**src/hw/rtl/vccd_pkg.sv**
```systemverilog
// ----------------------------------------------------------------------------
// Vector console channel decoder package
// Command, result and function codes, lookup tables and shared types.
// ----------------------------------------------------------------------------
package vccd_pkg;

	localparam int HISTORY_DEPTH_DEF = 5;

	// channel commands
	localparam logic [1:0] CMD_FUNC  = 2'd0;
	localparam logic [1:0] CMD_DATA  = 2'd1;
	localparam logic [1:0] CMD_KEYIN = 2'd2;

	// result kinds
	localparam logic [3:0] KIND_STATUS = 4'd0;
	localparam logic [3:0] KIND_SCREEN = 4'd1;
	localparam logic [3:0] KIND_FONT   = 4'd2;
	localparam logic [3:0] KIND_SET_X  = 4'd3;
	localparam logic [3:0] KIND_SET_Y  = 4'd4;
	localparam logic [3:0] KIND_CHAR   = 4'd5;
	localparam logic [3:0] KIND_DOT    = 4'd6;
	localparam logic [3:0] KIND_KEY    = 4'd7;
	localparam logic [3:0] KIND_FOUND  = 4'd8;

	localparam logic [8:0] STATUS_ACCEPT  = 9'd0;
	localparam logic [8:0] STATUS_DECLINE = 9'd1;

	// function codes
	localparam logic [11:0] FN_SEL_L_DOT   = 12'o7000;
	localparam logic [11:0] FN_SEL_L_SMALL = 12'o7001;
	localparam logic [11:0] FN_SEL_L_MED   = 12'o7002;
	localparam logic [11:0] FN_DOT_L       = 12'o7010;
	localparam logic [11:0] FN_DOT_R       = 12'o7110;
	localparam logic [11:0] FN_KEYIN       = 12'o7020;
	localparam logic [11:0] FN_SEL_R_SMALL = 12'o7100;
	localparam logic [11:0] FN_SEL_R_MED   = 12'o7101;
	localparam logic [11:0] FN_SEL_R_LARGE = 12'o7102;

	// function modes
	localparam logic [3:0] MODE_NONE        = 4'd0;
	localparam logic [3:0] MODE_SEL_L_DOT   = 4'd1;
	localparam logic [3:0] MODE_SEL_L_SMALL = 4'd2;
	localparam logic [3:0] MODE_SEL_L_MED   = 4'd3;
	localparam logic [3:0] MODE_DOT_L       = 4'd4;
	localparam logic [3:0] MODE_DOT_R       = 4'd5;
	localparam logic [3:0] MODE_KEYIN       = 4'd6;
	localparam logic [3:0] MODE_SEL_R_SMALL = 4'd7;
	localparam logic [3:0] MODE_SEL_R_MED   = 4'd8;
	localparam logic [3:0] MODE_SEL_R_LARGE = 4'd9;

	// upper six bits of a data word: coordinate thresholds
	localparam logic [5:0] HI_SET_Y = 6'o70;
	localparam logic [5:0] HI_SET_X = 6'o60;

	localparam logic [15:0] INC_LARGE = 16'd32;

	typedef struct packed {
		logic [3:0] kind;
		logic [8:0] value;
	} result_t;

	typedef struct packed {
		logic [31:0] high;
		logic [31:0] low;
	} hist_entry_t;

	function automatic logic [3:0] fn_lookup(input logic [11:0] code);
		logic [3:0] m;
		case (code)
			FN_SEL_L_DOT:   m = MODE_SEL_L_DOT;
			FN_SEL_L_SMALL: m = MODE_SEL_L_SMALL;
			FN_SEL_L_MED:   m = MODE_SEL_L_MED;
			FN_DOT_L:       m = MODE_DOT_L;
			FN_DOT_R:       m = MODE_DOT_R;
			FN_KEYIN:       m = MODE_KEYIN;
			FN_SEL_R_SMALL: m = MODE_SEL_R_SMALL;
			FN_SEL_R_MED:   m = MODE_SEL_R_MED;
			FN_SEL_R_LARGE: m = MODE_SEL_R_LARGE;
			default:        m = MODE_NONE;
		endcase
		return m;
	endfunction

	function automatic logic [1:0] fn_screen(input logic [3:0] m);
		logic [1:0] s;
		case (m)
			MODE_DOT_R, MODE_SEL_R_SMALL, MODE_SEL_R_MED, MODE_SEL_R_LARGE: s = 2'd1;
			default: s = 2'd0;
		endcase
		return s;
	endfunction

	// left select codes carry the font one size above their labels
	function automatic logic [1:0] fn_font(input logic [3:0] m);
		logic [1:0] f;
		case (m)
			MODE_SEL_L_DOT, MODE_SEL_R_SMALL:   f = 2'd1;
			MODE_SEL_L_SMALL, MODE_SEL_R_MED:   f = 2'd2;
			MODE_SEL_L_MED, MODE_SEL_R_LARGE:   f = 2'd3;
			default:                            f = 2'd0;
		endcase
		return f;
	endfunction

	function automatic logic [15:0] font_inc(input logic [1:0] f);
		logic [15:0] inc;
		case (f)
			2'd0:    inc = 16'd1;
			2'd1:    inc = 16'd8;
			2'd2:    inc = 16'd16;
			default: inc = INC_LARGE;
		endcase
		return inc;
	endfunction

endpackage

```
**src/hw/rtl/vccd_hist_ram.sv**
```systemverilog
// ----------------------------------------------------------------------------
// Sum history memory
// One write and one registered read port; entries read as zero until written.
// ----------------------------------------------------------------------------
module vccd_hist_ram import vccd_pkg::*; #(
	parameter int DEPTH = HISTORY_DEPTH_DEF,
	localparam int AW = $clog2(DEPTH)
) (
	input  logic        clk,
	input  logic        arst_n,
	input  logic        wr_en,
	input  logic [AW-1:0] wr_addr,
	input  hist_entry_t wr_data,
	input  logic [AW-1:0] rd_addr,
	output hist_entry_t rd_data
);

	hist_entry_t      mem_q [DEPTH];
	hist_entry_t      rd_raw_q;
	logic [DEPTH-1:0] vld_q;
	logic             rd_vld_q;

	always_ff @(posedge clk) begin
		if (wr_en) begin
			mem_q[wr_addr] <= wr_data;
		end
		rd_raw_q <= mem_q[rd_addr];
	end

	// track written entries so reset reads back as zero
	always_ff @(posedge clk or negedge arst_n) begin
		if (!arst_n) begin
			vld_q    <= '0;
			rd_vld_q <= 1'b0;
		end else begin
			if (wr_en) begin
				vld_q[wr_addr] <= 1'b1;
			end
			rd_vld_q <= vld_q[rd_addr];
		end
	end

	assign rd_data = rd_vld_q ? rd_raw_q : '0;

endmodule

```
**src/hw/rtl/vector_console_channel_decoder.sv**
```systemverilog
// ----------------------------------------------------------------------------
// Vector console channel decoder
// Decodes channel function codes, data words and key-in polls into display
// results, with a Fletcher-style sum history for refresh cycle detection.
// ----------------------------------------------------------------------------
// One channel transaction is taken at a time: in_ready is high only while the
// sequencer is idle. The sequencer decodes it, then loads each result in turn
// into the single output register, which holds it while out_ready stalls. A
// function code or data word that feeds the sum history passes first through
// the memory read, low-sum add and high-sum add (on the one shared 32-bit
// adder). A key-in poll reads the current entry, then compares n earlier
// history entries, one per cycle through the history memory's single read
// port (n is at most HISTORY_DEPTH - 1), before its results are loaded.
// The next transaction is taken in the cycle after the last result is loaded.
// The history memory needs no clearing pass after reset.
module vector_console_channel_decoder import vccd_pkg::*; #(
	parameter int HISTORY_DEPTH = HISTORY_DEPTH_DEF
) (
	input  logic       clk,
	input  logic       arst_n,
	input  logic       in_valid,
	output logic       in_ready,
	input  logic [1:0] command,
	input  logic [11:0] word,
	input  logic [5:0] key_code,
	output logic       out_valid,
	input  logic       out_ready,
	output logic [3:0] kind,
	output logic [8:0] value,
	output logic       last
);

	localparam int AW = $clog2(HISTORY_DEPTH);
	localparam logic [AW:0] DEPTH_W = (AW+1)'(HISTORY_DEPTH);

	typedef enum logic [9:0] {
		ST_IDLE    = 10'b00_0000_0001,
		ST_DECODE  = 10'b00_0000_0010,
		ST_SUM_RD  = 10'b00_0000_0100,
		ST_SUM_LO  = 10'b00_0000_1000,
		ST_SUM_HI  = 10'b00_0001_0000,
		ST_KEY_RD  = 10'b00_0010_0000,
		ST_KEY_CUR = 10'b00_0100_0000,
		ST_KEY_CMP = 10'b00_1000_0000,
		ST_KEY_END = 10'b01_0000_0000,
		ST_EMIT    = 10'b10_0000_0000
	} state_t;

	state_t      state_q;

	// latched transaction
	logic [1:0]  cmd_q;
	logic [11:0] word_q;
	logic [5:0]  key_q;

	// console state
	logic [3:0]  mode_q;
	logic [1:0]  screen_q;
	logic [1:0]  font_q;
	logic [15:0] x_q;
	logic [AW-1:0] hidx_q;

	// sequencer working registers
	logic [8:0]  datum_q;
	logic [31:0] low_q;
	hist_entry_t cur_q;
	logic [AW-1:0] srch_q;
	logic        found_q;
	result_t     res_q [3];
	logic [1:0]  res_cnt_q;
	logic [1:0]  res_idx_q;

	// output register
	logic        out_valid_q;
	result_t     out_res_q;
	logic        out_last_q;

	// history memory ports
	logic        wr_en;
	logic [AW-1:0] wr_addr;
	hist_entry_t wr_data;
	logic [AW-1:0] rd_addr;
	hist_entry_t rd_data;

	// shared adder
	logic [31:0] add_a;
	logic [31:0] add_b;
	logic [31:0] add_sum;
	logic [15:0] x_inc;

	// decode results
	result_t     dres [3];
	logic [1:0]  dcnt;
	logic        dsum;
	logic        dkey;
	logic [8:0]  ddatum;
	logic [3:0]  dmode;
	logic [1:0]  dscreen;
	logic [1:0]  dfont;
	logic        dx_load;
	logic        dx_adv;
	logic        dx_twice;

	logic        hit;
	logic        emit_load;
	logic        emit_last;
	logic [AW:0] hidx_inc;

	vccd_hist_ram #(
		.DEPTH (HISTORY_DEPTH)
	) u_hist (
		.clk     (clk),
		.arst_n  (arst_n),
		.wr_en   (wr_en),
		.wr_addr (wr_addr),
		.wr_data (wr_data),
		.rd_addr (rd_addr),
		.rd_data (rd_data)
	);

	assign in_ready  = (state_q == ST_IDLE);
	assign out_valid = out_valid_q;
	assign kind      = out_res_q.kind;
	assign value     = out_res_q.value;
	assign last      = out_last_q;

	assign hit      = (rd_data == cur_q);
	assign hidx_inc = {1'b0, hidx_q} + 1'b1;

	// Decode the latched transaction against the current console state.
	always_comb begin
		logic [3:0]  m;
		logic [1:0]  s;
		logic [1:0]  f;
		logic [5:0]  hi;
		logic [8:0]  coord;
		logic        dot;
		logic [1:0]  n;
		m        = fn_lookup(word_q);
		s        = fn_screen(m);
		f        = fn_font(m);
		hi       = word_q[11:6];
		coord    = word_q[8:0];
		dot      = (mode_q == MODE_DOT_L) || (mode_q == MODE_DOT_R);
		n        = 2'd0;
		dres     = '{default: '0};
		dsum     = 1'b0;
		dkey     = 1'b0;
		ddatum   = '0;
		dmode    = mode_q;
		dscreen  = screen_q;
		dfont    = font_q;
		dx_load  = 1'b0;
		dx_adv   = 1'b0;
		dx_twice = 1'b0;
		case (cmd_q)
			CMD_FUNC: begin
				if (m == MODE_NONE) begin
					dres[n] = '{kind: KIND_STATUS, value: STATUS_DECLINE};
					n = n + 2'd1;
				end else begin
					if (m != MODE_KEYIN) begin
						if (screen_q != s) begin
							dsum    = 1'b1;
							ddatum  = 9'(s);
							dres[n] = '{kind: KIND_SCREEN, value: 9'(s)};
							n = n + 2'd1;
						end
						if (font_q != f) begin
							dres[n] = '{kind: KIND_FONT, value: 9'(f)};
							n = n + 2'd1;
						end
						dscreen = s;
						dfont   = f;
					end
					dmode   = m;
					dres[n] = '{kind: KIND_STATUS, value: STATUS_ACCEPT};
					n = n + 2'd1;
				end
			end
			CMD_DATA: begin
				if (mode_q != MODE_NONE && mode_q != MODE_KEYIN) begin
					if (hi >= HI_SET_Y) begin
						dsum    = 1'b1;
						ddatum  = coord;
						dres[n] = '{kind: KIND_SET_Y, value: coord};
						n = n + 2'd1;
						if (dot) begin
							dres[n] = '{kind: KIND_DOT, value: x_q[8:0]};
							n = n + 2'd1;
							dx_adv  = 1'b1;
						end
					end else if (hi >= HI_SET_X) begin
						dsum    = 1'b1;
						ddatum  = coord;
						dx_load = 1'b1;
						dres[n] = '{kind: KIND_SET_X, value: coord};
						n = n + 2'd1;
					end else if (!dot) begin
						// two display codes, X advances once for each
						dres[0]  = '{kind: KIND_CHAR, value: 9'(hi)};
						dres[1]  = '{kind: KIND_CHAR, value: 9'(word_q[5:0])};
						n        = 2'd2;
						dx_adv   = 1'b1;
						dx_twice = 1'b1;
					end
				end
			end
			CMD_KEYIN: begin
				dkey = (mode_q == MODE_KEYIN);
			end
			default: begin
			end
		endcase
		dcnt = n;
	end

	assign x_inc = font_inc(font_q);

	// Shared adder operand selection.
	always_comb begin
		add_a = '0;
		add_b = '0;
		case (state_q)
			ST_DECODE: begin
				add_a = {16'd0, x_q};
				add_b = {16'd0, dx_twice ? {x_inc[14:0], 1'b0} : x_inc};
			end
			ST_SUM_LO: begin
				add_a = rd_data.low;
				add_b = {23'd0, datum_q};
			end
			ST_SUM_HI: begin
				add_a = rd_data.high;
				add_b = low_q;
			end
			default: begin
			end
		endcase
	end

	assign add_sum = add_a + add_b;

	// History memory addressing.
	always_comb begin
		rd_addr = hidx_q;
		wr_en   = 1'b0;
		wr_addr = hidx_q;
		wr_data = '{high: add_sum, low: low_q};
		case (state_q)
			ST_KEY_CUR: rd_addr = hidx_q - AW'(1);
			ST_KEY_CMP: rd_addr = srch_q - AW'(1);
			ST_SUM_HI:  wr_en   = 1'b1;
			ST_KEY_END: begin
				// restart at entry 0 on a hit, else open the next entry if any
				wr_data = '0;
				if (found_q) begin
					wr_en   = 1'b1;
					wr_addr = '0;
				end else if (hidx_inc < DEPTH_W) begin
					wr_en   = 1'b1;
					wr_addr = hidx_inc[AW-1:0];
				end
			end
			default: begin
			end
		endcase
	end

	assign emit_load = (state_q == ST_EMIT) && (!out_valid_q || out_ready);
	assign emit_last = (res_idx_q == res_cnt_q - 2'd1) || (res_cnt_q == 2'd0);

	// Sequencer and console state.
	always_ff @(posedge clk or negedge arst_n) begin
		if (!arst_n) begin
			state_q   <= ST_IDLE;
			mode_q    <= MODE_NONE;
			screen_q  <= 2'd3;
			font_q    <= 2'd1;
			x_q       <= '0;
			hidx_q    <= '0;
			res_cnt_q <= '0;
			res_idx_q <= '0;
			found_q   <= 1'b0;
		end else begin
			case (state_q)
				ST_IDLE: begin
					if (in_valid) begin
						state_q <= ST_DECODE;
					end
				end
				ST_DECODE: begin
					mode_q    <= dmode;
					screen_q  <= dscreen;
					font_q    <= dfont;
					res_cnt_q <= dcnt;
					res_idx_q <= '0;
					if (dx_load) begin
						x_q <= {7'd0, word_q[8:0]};
					end else if (dx_adv) begin
						x_q <= add_sum[15:0];
					end
					if (dkey) begin
						state_q <= ST_KEY_RD;
					end else if (dsum) begin
						state_q <= ST_SUM_RD;
					end else if (dcnt != 2'd0) begin
						state_q <= ST_EMIT;
					end else begin
						state_q <= ST_IDLE;
					end
				end
				ST_SUM_RD: state_q <= ST_SUM_LO;
				ST_SUM_LO: state_q <= ST_SUM_HI;
				ST_SUM_HI: state_q <= ST_EMIT;
				ST_KEY_RD: state_q <= ST_KEY_CUR;
				ST_KEY_CUR: begin
					found_q <= 1'b0;
					if (hidx_q == '0) begin
						state_q <= ST_KEY_END;
					end else begin
						state_q <= ST_KEY_CMP;
					end
				end
				ST_KEY_CMP: begin
					// walk back from the newest earlier entry, stop on first match
					if (hit) begin
						found_q <= 1'b1;
						state_q <= ST_KEY_END;
					end else if (srch_q == '0) begin
						state_q <= ST_KEY_END;
					end
				end
				ST_KEY_END: begin
					mode_q    <= MODE_NONE;
					res_idx_q <= '0;
					res_cnt_q <= found_q ? 2'd2 : 2'd1;
					if (found_q) begin
						hidx_q <= '0;
					end else if (hidx_inc < DEPTH_W) begin
						hidx_q <= hidx_inc[AW-1:0];
					end
					state_q <= ST_EMIT;
				end
				ST_EMIT: begin
					if (emit_load) begin
						res_idx_q <= res_idx_q + 2'd1;
						if (emit_last) begin
							state_q <= ST_IDLE;
						end
					end
				end
				default: state_q <= ST_IDLE;
			endcase
		end
	end

	// Payload and working registers.
	always_ff @(posedge clk) begin
		case (state_q)
			ST_IDLE: begin
				cmd_q  <= command;
				word_q <= word;
				key_q  <= key_code;
			end
			ST_DECODE: begin
				res_q   <= dres;
				datum_q <= ddatum;
			end
			ST_SUM_LO: low_q <= add_sum;
			ST_KEY_CUR: begin
				cur_q  <= rd_data;
				srch_q <= hidx_q - AW'(1);
			end
			ST_KEY_CMP: begin
				if (!hit && srch_q != '0) begin
					srch_q <= srch_q - AW'(1);
				end
			end
			ST_KEY_END: begin
				if (found_q) begin
					res_q[0] <= '{kind: KIND_FOUND, value: 9'(srch_q)};
					res_q[1] <= '{kind: KIND_KEY, value: 9'(key_q)};
				end else begin
					res_q[0] <= '{kind: KIND_KEY, value: 9'(key_q)};
				end
			end
			default: begin
			end
		endcase
		if (emit_load) begin
			out_res_q  <= res_q[res_idx_q];
			out_last_q <= emit_last;
		end
	end

	// Hold a result until taken, drop valid once accepted.
	always_ff @(posedge clk or negedge arst_n) begin
		if (!arst_n) begin
			out_valid_q <= 1'b0;
		end else if (emit_load) begin
			out_valid_q <= 1'b1;
		end else if (out_ready) begin
			out_valid_q <= 1'b0;
		end
	end

endmodule

```
**config.mk**
```make
export PLATFORM = sky130hd
export DESIGN_NAME = vector_console_channel_decoder
export DESIGN_NICKNAME = d
export VERILOG_FILES = /design/src/hw/rtl/vccd_pkg.sv /design/src/hw/rtl/vccd_hist_ram.sv /design/src/hw/rtl/vector_console_channel_decoder.sv
export SDC_FILE = /design/constraint.sdc
export NUM_CORES = 1
export LEC_CHECK = 0
export BUFFER_PORTS_ARGS = -buffer_cell sky130_fd_sc_hd__buf_4
export CORE_AREA = 2 2 281 283
export DETAILED_ROUTE_END_ITERATION = 8
export DIE_AREA = 0 0 283 285
export PLACE_DENSITY = 0.59
export REMOVE_ABC_BUFFERS = 1
export SETUP_SLACK_MARGIN = 0.05
export SYNTH_ARGS = -nofsm -noshare
export SYNTH_HDL_FRONTEND = slang
export SYNTH_HIERARCHICAL = 1
export SYNTH_SLANG_ARGS = --single-unit
```
**constraint.sdc**
```tcl
create_clock -name clk -period 18.6 [get_ports clk]
set_clock_uncertainty 0.15 [all_clocks]
set_input_delay 0.93 -clock clk [delete_from_list [all_inputs] [get_ports clk]]
set_output_delay 0.93 -clock clk [all_outputs]
set_load 0.01 [all_outputs]
```
After elaboration in Yosys (flattened, before gate mapping). Memory sizes are Yosys's and may differ from the RTL's. A register that Yosys moved wholly into a read port is not among the register bits. Cells that the tools add are included.

Memories kept: 1. Input port bits: 24. Flip-flop bits (word level): 230. Logic and storage cells: 262. RAM bits: 320.

Memories: u_hist.mem_q (depth 5, width 64, read ports 1, clocked after Yosys merged registers in 1, wr ports 1, RTL line vccd_hist_ram.sv:18) `hist_entry_t mem_q [DEPTH];`.

$add $sub $neg: 8. Reductions and logical operators: 40. Bitwise operators: 8. Equality and inequality tests: 48. Magnitude comparators: 11. Mux-type cells: 117.

Operators by type and width (count): 32-bit case mux with 3 select lines (2); 39-bit 2-to-1 mux (4); 13-bit 2-to-1 mux (11); 64-bit 2-to-1 mux (2); 12-bit == test (second input constant) (9); 26-bit case mux with 2 select lines (2); 10-bit 2-to-1 mux (9); 10-bit case mux with 9 select lines (1); 26-bit 2-to-1 mux (3); 64-bit == test (1); 13-bit demux with 2-bit select (2); 16-bit 2-to-1 mux (3); 39-bit AND (1); 39-bit bitwise mux (1); 39-bit NOT (1); 2-bit 2-to-1 mux (18); 9-bit 2-to-1 mux (4); 4-bit case mux with 9 select lines (1); 32-bit adder (1); 1-bit 2-to-1 mux (30); 13-bit binary-select mux with 2-bit select (1); 25-bit 2-to-1 mux (1); 12-bit 2-to-1 mux (2); 4-bit by 3-bit == test with 1-bit output (second input constant) (5); other kinds (59) (117).

Longest topological paths before layout. Gate-level depths: netlist of run 1.

Depth after elaboration: 25. Gate-level depth with buffers: 18. Gate-level depth less buffers: 16.

Modules after synthesis. The synthesis of run 1 kept the hierarchy.

Modules (own cells, without submodules): vccd_hist_ram (times used 1, seq. area each 11040.6 µm², cells an instance 844, area each 15058.2 µm²); vector_console_channel_decoder (times used 1, seq. area each 6095.8 µm², cells an instance 1097, area each 11905.2 µm²).

Worst setup path after synthesis of run 1. No wires, ideal clock.

Kind: register to register. Start: register state_q[1]. End: memory u_hist/mem_q[4][0] (netlist name), enable pin. Data arrival time: 7.174 ns. Library setup time: 0.579 ns. Path slack: 10.697 ns. Cell stages (with the launch flop): 10. Path buffers: 2. Cell sequence: dfrtp_1 > clkbuf_1 > nor4_1 > nand2_1 > or3_1 > or3b_2 > clkbuf_1 > o31a_1 > o21ai_1 > nor3b_1.

Elaborated cells on any way between the ends: 6. Classes of those cells: eq/ne: 2; mux: 4.

RTL lines: start, declared (RTL line vector_console_channel_decoder.sv:49) `state_t state_q;`; start signal, assigned (RTL line vector_console_channel_decoder.sv:276) `state_q <= ST_IDLE;`; start signal, assigned (RTL line vector_console_channel_decoder.sv:289) `state_q <= ST_DECODE;`; start signal, assigned (RTL line vector_console_channel_decoder.sv:304) `state_q <= ST_KEY_RD;`; 10-bit by 9-bit == test with 1-bit output (RTL line vector_console_channel_decoder.sv:250) `case (state_q)`; 3-bit 2-to-1 mux (RTL line vector_console_channel_decoder.sv:250); via wr_addr[2] (RTL line vector_console_channel_decoder.sv:80) `logic [AW-1:0] wr_addr;`; end, declared (RTL line vccd_hist_ram.sv:18).

The timed path passes the listed nets, and every way through them passes these cells.

==> results of run 1 <==
==> through the flow <==
stage               power, mW  area [um2]  setup WS, ns
floorplan               1.637       26280       -0.2559
global placement        1.704       28210         12.96
detailed placement      1.707       28210         12.90
CTS                     3.011       30370         12.85
global route            3.078       30370         12.36
finish                  2.984       30370         12.91
==> final timing paths <==
kind / startpoint / to / slack (ns) / cells after the start
setup / recovery: state_q[6] / u_hist/mem_q[1][61] / 12.91 / 17
hold / removal: arst_n / out_valid / 0.22 / 1
setup reg to reg: state_q[6] / u_hist/mem_q[1][61] / 12.91 / 17
hold reg to reg: u_hist/vld_q[0] / u_hist/vld_q[0] / 0.31 / 1
max in group asynchronous: arst_n / u_hist/rd_vld_q / 17.55 / 1
min in group clk: u_hist/vld_q[0] / u_hist/vld_q[0] / 0.31 / 1
==> power groups by stage <==
stage                     sequential, mW  combinational [mW]  clock, mW
after floorplan                     1.55              0.0912          0
after global placement              1.56               0.139          0
after detailed placement            1.57               0.141          0
after CTS                           1.54               0.142       1.33
after global routing                1.54               0.157       1.38
final                               1.54               0.142       1.30
==> cell usage in the layout, fill, tap and decap left out, types with 28 or more instances in the layout <==
| cell | netlist | layout |
|---|---|---|
| sky130_fd_sc_hd__a211oi_2 | 60 | 60 |
| sky130_fd_sc_hd__a21oi_1 | 51 | 51 |
| sky130_fd_sc_hd__a221oi_2 | 64 | 64 |
| sky130_fd_sc_hd__and2_1 | 158 | 158 |
| sky130_fd_sc_hd__buf_4 | 3 | 70 |
| sky130_fd_sc_hd__clkbuf_16 | 0 | 61 |
| sky130_fd_sc_hd__dfrtp_1 | 45 | 44 |
| sky130_fd_sc_hd__dfxtp_1 | 64 | 64 |
| sky130_fd_sc_hd__edfxtp_1 | 487 | 487 |
| sky130_fd_sc_hd__ha_1 | 41 | 41 |
| sky130_fd_sc_hd__inv_1 | 106 | 105 |
| sky130_fd_sc_hd__mux2i_1 | 85 | 85 |
| sky130_fd_sc_hd__nand2_1 | 70 | 70 |
| sky130_fd_sc_hd__nor2_1 | 77 | 75 |
| sky130_fd_sc_hd__nor2b_1 | 71 | 71 |
| sky130_fd_sc_hd__nor4_1 | 29 | 28 |
| sky130_fd_sc_hd__o21ai_0 | 40 | 39 |
| sky130_fd_sc_hd__xor2_1 | 85 | 85 |
==> flip-flops by register name, summed over array words and instances, names as in the netlist, 5 cells and up <==
name / flops
u_hist/mem_q: 320
cur_q: 64
u_hist/rd_raw_q: 64
low_q: 32
res_q: 25
x_q: 16
word_q: 12
state_q: 10
datum_q: 9
value: 9
key_q: 6
u_hist/vld_q: 5
==> worst max-delay path, stage by stage (launching register included) <==
cell                        delay, ns
sky130_fd_sc_hd__dfrtp_1         0.41
sky130_fd_sc_hd__nor4_1          0.39
sky130_fd_sc_hd__nand2_1         0.19
sky130_fd_sc_hd__nor4_2          0.24
sky130_fd_sc_hd__buf_4           0.40
sky130_fd_sc_hd__buf_4           0.59
sky130_fd_sc_hd__a222oi_1        0.23
sky130_fd_sc_hd__inv_1           0.13
sky130_fd_sc_hd__ha_1            0.26
sky130_fd_sc_hd__o211ai_1        0.13
sky130_fd_sc_hd__or4_1           0.53
sky130_fd_sc_hd__o211ai_1        0.11
sky130_fd_sc_hd__buf_4           0.19
sky130_fd_sc_hd__and4_1          0.30
sky130_fd_sc_hd__o2111ai_1       0.20
sky130_fd_sc_hd__a211oi_1        0.38
sky130_fd_sc_hd__nor3_1          0.12
sky130_fd_sc_hd__nor3_1          0.43
==> cell type report <==
class                      instances  share of cell area (%)
sequential                       600                   56.44
clock inverter                    33                   1.504
clock buffer                      81                   5.604
multi-input combinational       1132                   29.09
tap                             1050                   4.326
timing repair buffer              70                   1.731
inverter                         106                   1.310
==> cell families after synthesis <==
group | Yosys count | share of synthesized area [%]
AOI/OAI and AO/OA | 382 | 13.10
DFF | 600 | 63.55
buffers and inverters | 209 | 4.000
adders and majority gates | 42 | 1.977
muxes | 88 | 3.281
and+or+nand+nor | 516 | 10.71
xor gates and xnor gates | 104 | 3.378
==> per-layer routing <==
metal | vias up | wire [um]
met2 | 344 | 30880
met3 | 93 | 2769
met1 | 7985 | 29360
met5 | - | 0
met4 | 0 | 1425
li1 | 7315 | -
==> results.md, run 1 <==
- Design internal power: 2.318 mW
- Detailed-route vias per instance: a little over 5
- Clock tree from TritonCTS: yes
- Overall global routing resource usage: 15.77%
- Area of the mapped netlist: 26960 um2
- Met2 track demand over resource: a little over a quarter
- Number of hold violations in the final report: 0
- Final-report setup violation count: 0
- Core ar.: a little under 80000 um2
- Proportion of power drawn by the clock network: 43.7%
- Setup repair after global routing missed its margin: no
- Fraction of post-synthesis cell area in the top cell type by area: 54.24%
- Rel. slew slack: about 26%
- Antenna violations before repair: 0
- Leakage dissipation: 11.52 nW
- Sequential cell area: 17140 um2
- Hold WS: 0.2191 ns
- Crit Path Category: flip-flop to flip-flop
- Layout Cells excl Fill: 3072
- Cell Pwr Density: 98.27 nW/um2
- Gate count of the mapped netlist: 1941
- Final Max Tran Viols: 0
- Share of synthesized flip-flops with an asynchronous set or reset: under 10%
- Synthesis-to-finish area growth: 12.62%
- Crit path DAT: 5.91 ns
- Clock period minus final worst setup slack: 5.694 ns
- Count of clock tree sinks: 600
- Multi-input gate area in the final layout: between 8000 and 9000 um2
- Post-detailed-placement half-perimeter wirelength: about 40000 um
- Wirelength, routed: 64430 um
- Global-route wire length before repair: approximately 99000 um
- Ratio of final minimum period to clock period: 30.61%
- Chip Width: between 200 and 300 um
- Sequential fraction of design power: 51.6%
- Most frequent cell after synthesis: sky130_fd_sc_hd__edfxtp_1
- Number of DRC violations after detailed routing: 0
- Grt total ovfl: 0
- Status: finished, final reports clean
- Type of the worst min-delay path: primary input to asynchronous set/reset pin
- Post-synthesis average cell area: 13.89 um2
- Detailed-router iteration count before antenna repair: 7
- Grt met1 use: about a fifth
- Maximum VDD drop: approximately 0.080 mV
- Cell type contributing the most total cell area after synthesis: sky130_fd_sc_hd__edfxtp_1
- Mean routed wirelength per cell: 20.97 um
- Source-to-sink clock delay at the later pin of the worst-skew pair: ~0.63 ns
- Via count of the first global-routing pass: ~16000
- Fmax: about 180 MHz
- Max-cap check violation count: 0
- Part of the power in combinational logic: roughly 4.7%
- Routing layer with the top usage in global route: met2
- Via total after detailed routing: 15740
- Flops & latches, synth: 600
- Top cell types by occurrence after synthesis: sky130_fd_sc_hd__edfxtp_1, sky130_fd_sc_hd__and2_1, sky130_fd_sc_hd__inv_1, sky130_fd_sc_hd__mux2i_1, sky130_fd_sc_hd__xor2_1
- Maximum buffer depth of the clock tree: 3
- Required time at the endpoint of the critical path: 18.82 ns
- Register area share after synthesis: 63.55%
- Largest driver fanout on the critical path: between 40 and 50
- First DRT Iteration DRCs: 1033
- Top cells by area, synth: sky130_fd_sc_hd__edfxtp_1, sky130_fd_sc_hd__dfxtp_1, sky130_fd_sc_hd__dfrtp_1
- Total CTS buffers: 60
- Post-CTS repair timing setup buffer count: 0
- Buffer cell driving the clock tree root: sky130_fd_sc_hd__clkbuf_16
- Cell Count Post-Placement: a little under 3000
- Number of buffers inserted by port buffering: 39
- Ant diodes: 0
- Share of total power consumed by net switching: 22.31%
- Maximum number of pins on one net before global-route repair: 85
- Final core utilization: 38.95%
- Placer congestion estimate: 0.8522
- Die outline area: 80660 um2
- I/O Pins: 40
- Post-Route Setup TNS: 0 ns
- Ys flop type: sky130_fd_sc_hd__edfxtp_1
- Remaining antenna violation count: 0
- Library cells used by synthesis: 81
- Proportion of layout cells with a drive suffix above 1: between 15 and 20%
- CP startpoint kind: flip-flop
- CTS Hold Bufs: 0
- Clock slew at the register clock pins of the worst setup and hold paths: 0.06 ns
- CTS H-tree lvls: 2
- Filler cell count: 7287
- Count of synthesis-stage warnings from yosys: 6
- Vertical die dimension: 285 um
- Number of flops mapped to enable cells by yosys: 487
- Nets: around 2000
- Type of destination of the critical path: flip-flop
- Worst-Margin Slew: ~1.1 ns
- Core Rows: 103
- Net load switching power: roughly 0.67 mW
- Fraction of met3 tracks used by global routing: 2.128%
- Post-cts resize count: 0
- Initial Utilization: 34.58%
Note: power is estimated with default switching activity, not from simulation.
==> run 2: changes to the inputs <==
==> constraint.sdc (replaced) <==
create_clock -name clk -period 5.6 [get_ports clk]
set_clock_uncertainty 0.15 [all_clocks]
set_input_delay 0.28 -clock clk [delete_from_list [all_inputs] [get_ports clk]]
set_output_delay 0.28 -clock clk [all_outputs]
set_load 0.01 [all_outputs]
==> run 2 against run 1 <==
  * Wire length about the same
  * Non-clock buffer count increased by 31
  * Design area increased by 0.92%
  * Combinational power increased to 3.4 times the previous value
  * Total power increased to 3.2 times the previous value
==> results.md, run 2 (synthesis gave the netlist of run 1 again) <==
- Status: finished, final reports clean
- Post-cts resize count: 0
- I/O Pins: 40
- Cell breakdown of the critical path: nor4_1, nand2_1, nand4bb_1, inv_1, buf_4, a222oi_1, inv_1, ha_1, o211ai_1, or4_1, o211ai_1, and4_1, o2111ai_1, a211oi_1, nor3_1, nor3_1
- Chip Width: 283 um
- Rel. slew slack: 27.67%
- Mean routed wirelength per cell: slightly above 20 um
- Type of the worst min-delay path: primary input to asynchronous set/reset pin
- Met3 wire len: 3313 um
- Sequential cell area: 17140 um2
- Final-report setup violation count: 0
- Top routing layer used: met4
- Critical-path cell with the highest stage delay: sky130_fd_sc_hd__or4_1
- Final Cell Area: approximately 31000 um2
- Number of buffers inserted by port buffering: 39
- Most frequent standard cell in the layout excluding fill and tap cells: sky130_fd_sc_hd__edfxtp_1
- Ratio of final minimum period to clock period: between 90% and 100%
- Clock period minus final worst setup slack: 5.142 ns
- Proportion of layout cells with a drive suffix above 1: roughly 16%
- Cell Pwr Density: about 310 nW/um2
- Remaining antenna violation count: 0
- Detailed-route vias per instance: 5.159
- Final core utilization: between 30% and 40%
- CP startpoint kind: flip-flop
- Grt total ovfl: 0
- Fmax: a little under 200 MHz
- Crit path DAT: 5.37 ns
- Clock tree from TritonCTS: yes
- Met1 routed wirelength after detailed routing: 29240 um
- Total CTS buffers: 59
- Multi-input gate area in the final layout: between 8000 and 9000 um2
- Type of destination of the critical path: flip-flop
- Core ar.: 77970 um2
- Synthesis-to-finish area growth: 13.66%
- Leakage dissipation: 11.61 nW
- Nets: slightly above 2000
- Post-Route Setup TNS: 0 ns
- Filler cell count: 7302
- Global-route wire length before repair: 99020 um
- Core Rows: 103
- Max-cap check violation count: 0
- Maximum buffer depth of the clock tree: 3
- Wirelength, routed: 64420 um
- Number of DRC violations after detailed routing: 0
- Buffer cell driving the clock tree root: sky130_fd_sc_hd__clkbuf_16
- CTS Hold Bufs: 23
- Via count of the first global-routing pass: 16210
- Placed inst area: approximately 28000 um2
- Largest driver fanout on the critical path: 16
- Met2 WL post-DR: 30390 um
- Crit Path Category: flip-flop to flip-flop
- Die outline area: 80660 um2
- Maximum VDD drop: 0.2606 mV
- Detailed-router iteration count before antenna repair: 8
- Flip-flop count of the largest register after layout: 320
- Maximum number of pins on one net before global-route repair: 80
- Antenna violations before repair: 0
- Final Max Tran Viols: 0
- Overall global routing resource usage: 15.79%
- First DRT Iteration DRCs: 1318
- Top library cells by usage in the layout, fill and taps aside: sky130_fd_sc_hd__edfxtp_1, sky130_fd_sc_hd__and2_1, sky130_fd_sc_hd__inv_1
- Delay contributed by the slowest stage of the critical path: 0.53 ns
- Top flop regs: u_hist/mem_q x320, cur_q x64, u_hist/rd_raw_q x64
- Setup repair after global routing missed its margin: no
- Vertical die dimension: 285 um
- Placer congestion estimate: 0.8459
- Count of clock tree sinks: 600
- Clock slew at the register clock pins of the worst setup and hold paths: 0.06 ns
- Worst-Margin Slew: 1.074 ns
- Post-detailed-placement half-perimeter wirelength: between 30000 and 40000 um
- Required time at the endpoint of the critical path: 5.83 ns
- CTS H-tree lvls: 2
- Register with the most flip-flops: u_hist/mem_q
- Number of hold violations in the final report: 0
- Initial Utilization: 34.58%
- Via total after detailed routing: about 16000
- Source-to-sink clock delay at the later pin of the worst-skew pair: 0.64 ns
- Post-CTS repair timing setup buffer count: 0
==> run 2: through the flow <==
stage                     worst slack (ns)  total power, mW  std cells  hold WS, ns
after global routing                0.2074            9.946       3101       0.1318
after floorplan                     -13.26            5.438       1838      -0.1656
after detailed placement            0.5937            5.666       2966       0.2298
after CTS                           0.5634            9.697       3101      0.08449
after global placement              0.7291            5.653       2966       0.2116
final                               0.4575            9.601       3102      0.08939
==> run 2: per-layer routing <==
metal	vias to the layer above	track usage, %
li1	7379	-
met1	8066	21.62
met2	468	26.07
met3	90	2.624
met4	0	4.096
met5	-	0
==> run 2: where the power goes <==
group / switching (mW) / internal (mW) / total (mW) / leakage (nW)
registers: 0.172 / 4.94 / 5.12 / 6.05
logic: 0.304 / 0.174 / 0.477 / 4.61
clock network: 1.74 / 2.27 / 4.01 / 0.948
total: 2.22 / 7.38 / 9.60 / 11.6
==> run 2: final cells by class <==
cell class / count / area share, %
Timing Repair Buffer: 101 / 3.274
Multi-Input combinational cell: 1132 / 28.82
Sequential cell: 600 / 55.92
Tap cell: 1050 / 4.287
Clock inverter: 32 / 1.115
Clock buffer: 80 / 5.271
Inverter: 106 / 1.298
Antenna cell: 1 / 0.008166
==> run 2: path summary, 6_finish.rpt <==
check	end	cells past startpoint	slack, ns	from
min in group clk	word_q[9]	2	0.20	word[9]
max in group asynchronous	u_hist/rd_vld_q	2	4.70	arst_n
min	out_valid	2	0.09	arst_n
max	u_hist/mem_q[3][61]	16	0.46	state_q[9]
min reg2reg	u_hist/vld_q[0]	1	0.31	u_hist/vld_q[0]
max reg2reg	u_hist/mem_q[3][61]	16	0.46	state_q[9]
==> run 2: critical path: cells and delay by family (launching register included) <==
kind                       cells  cell delay (ns)
and+or+nand+nor                7             2.31
AOI/OAI and AO/OA              5             1.01
buffers and inverters          3             0.73
DFF                            1             0.44
adders and majority gates      1             0.24
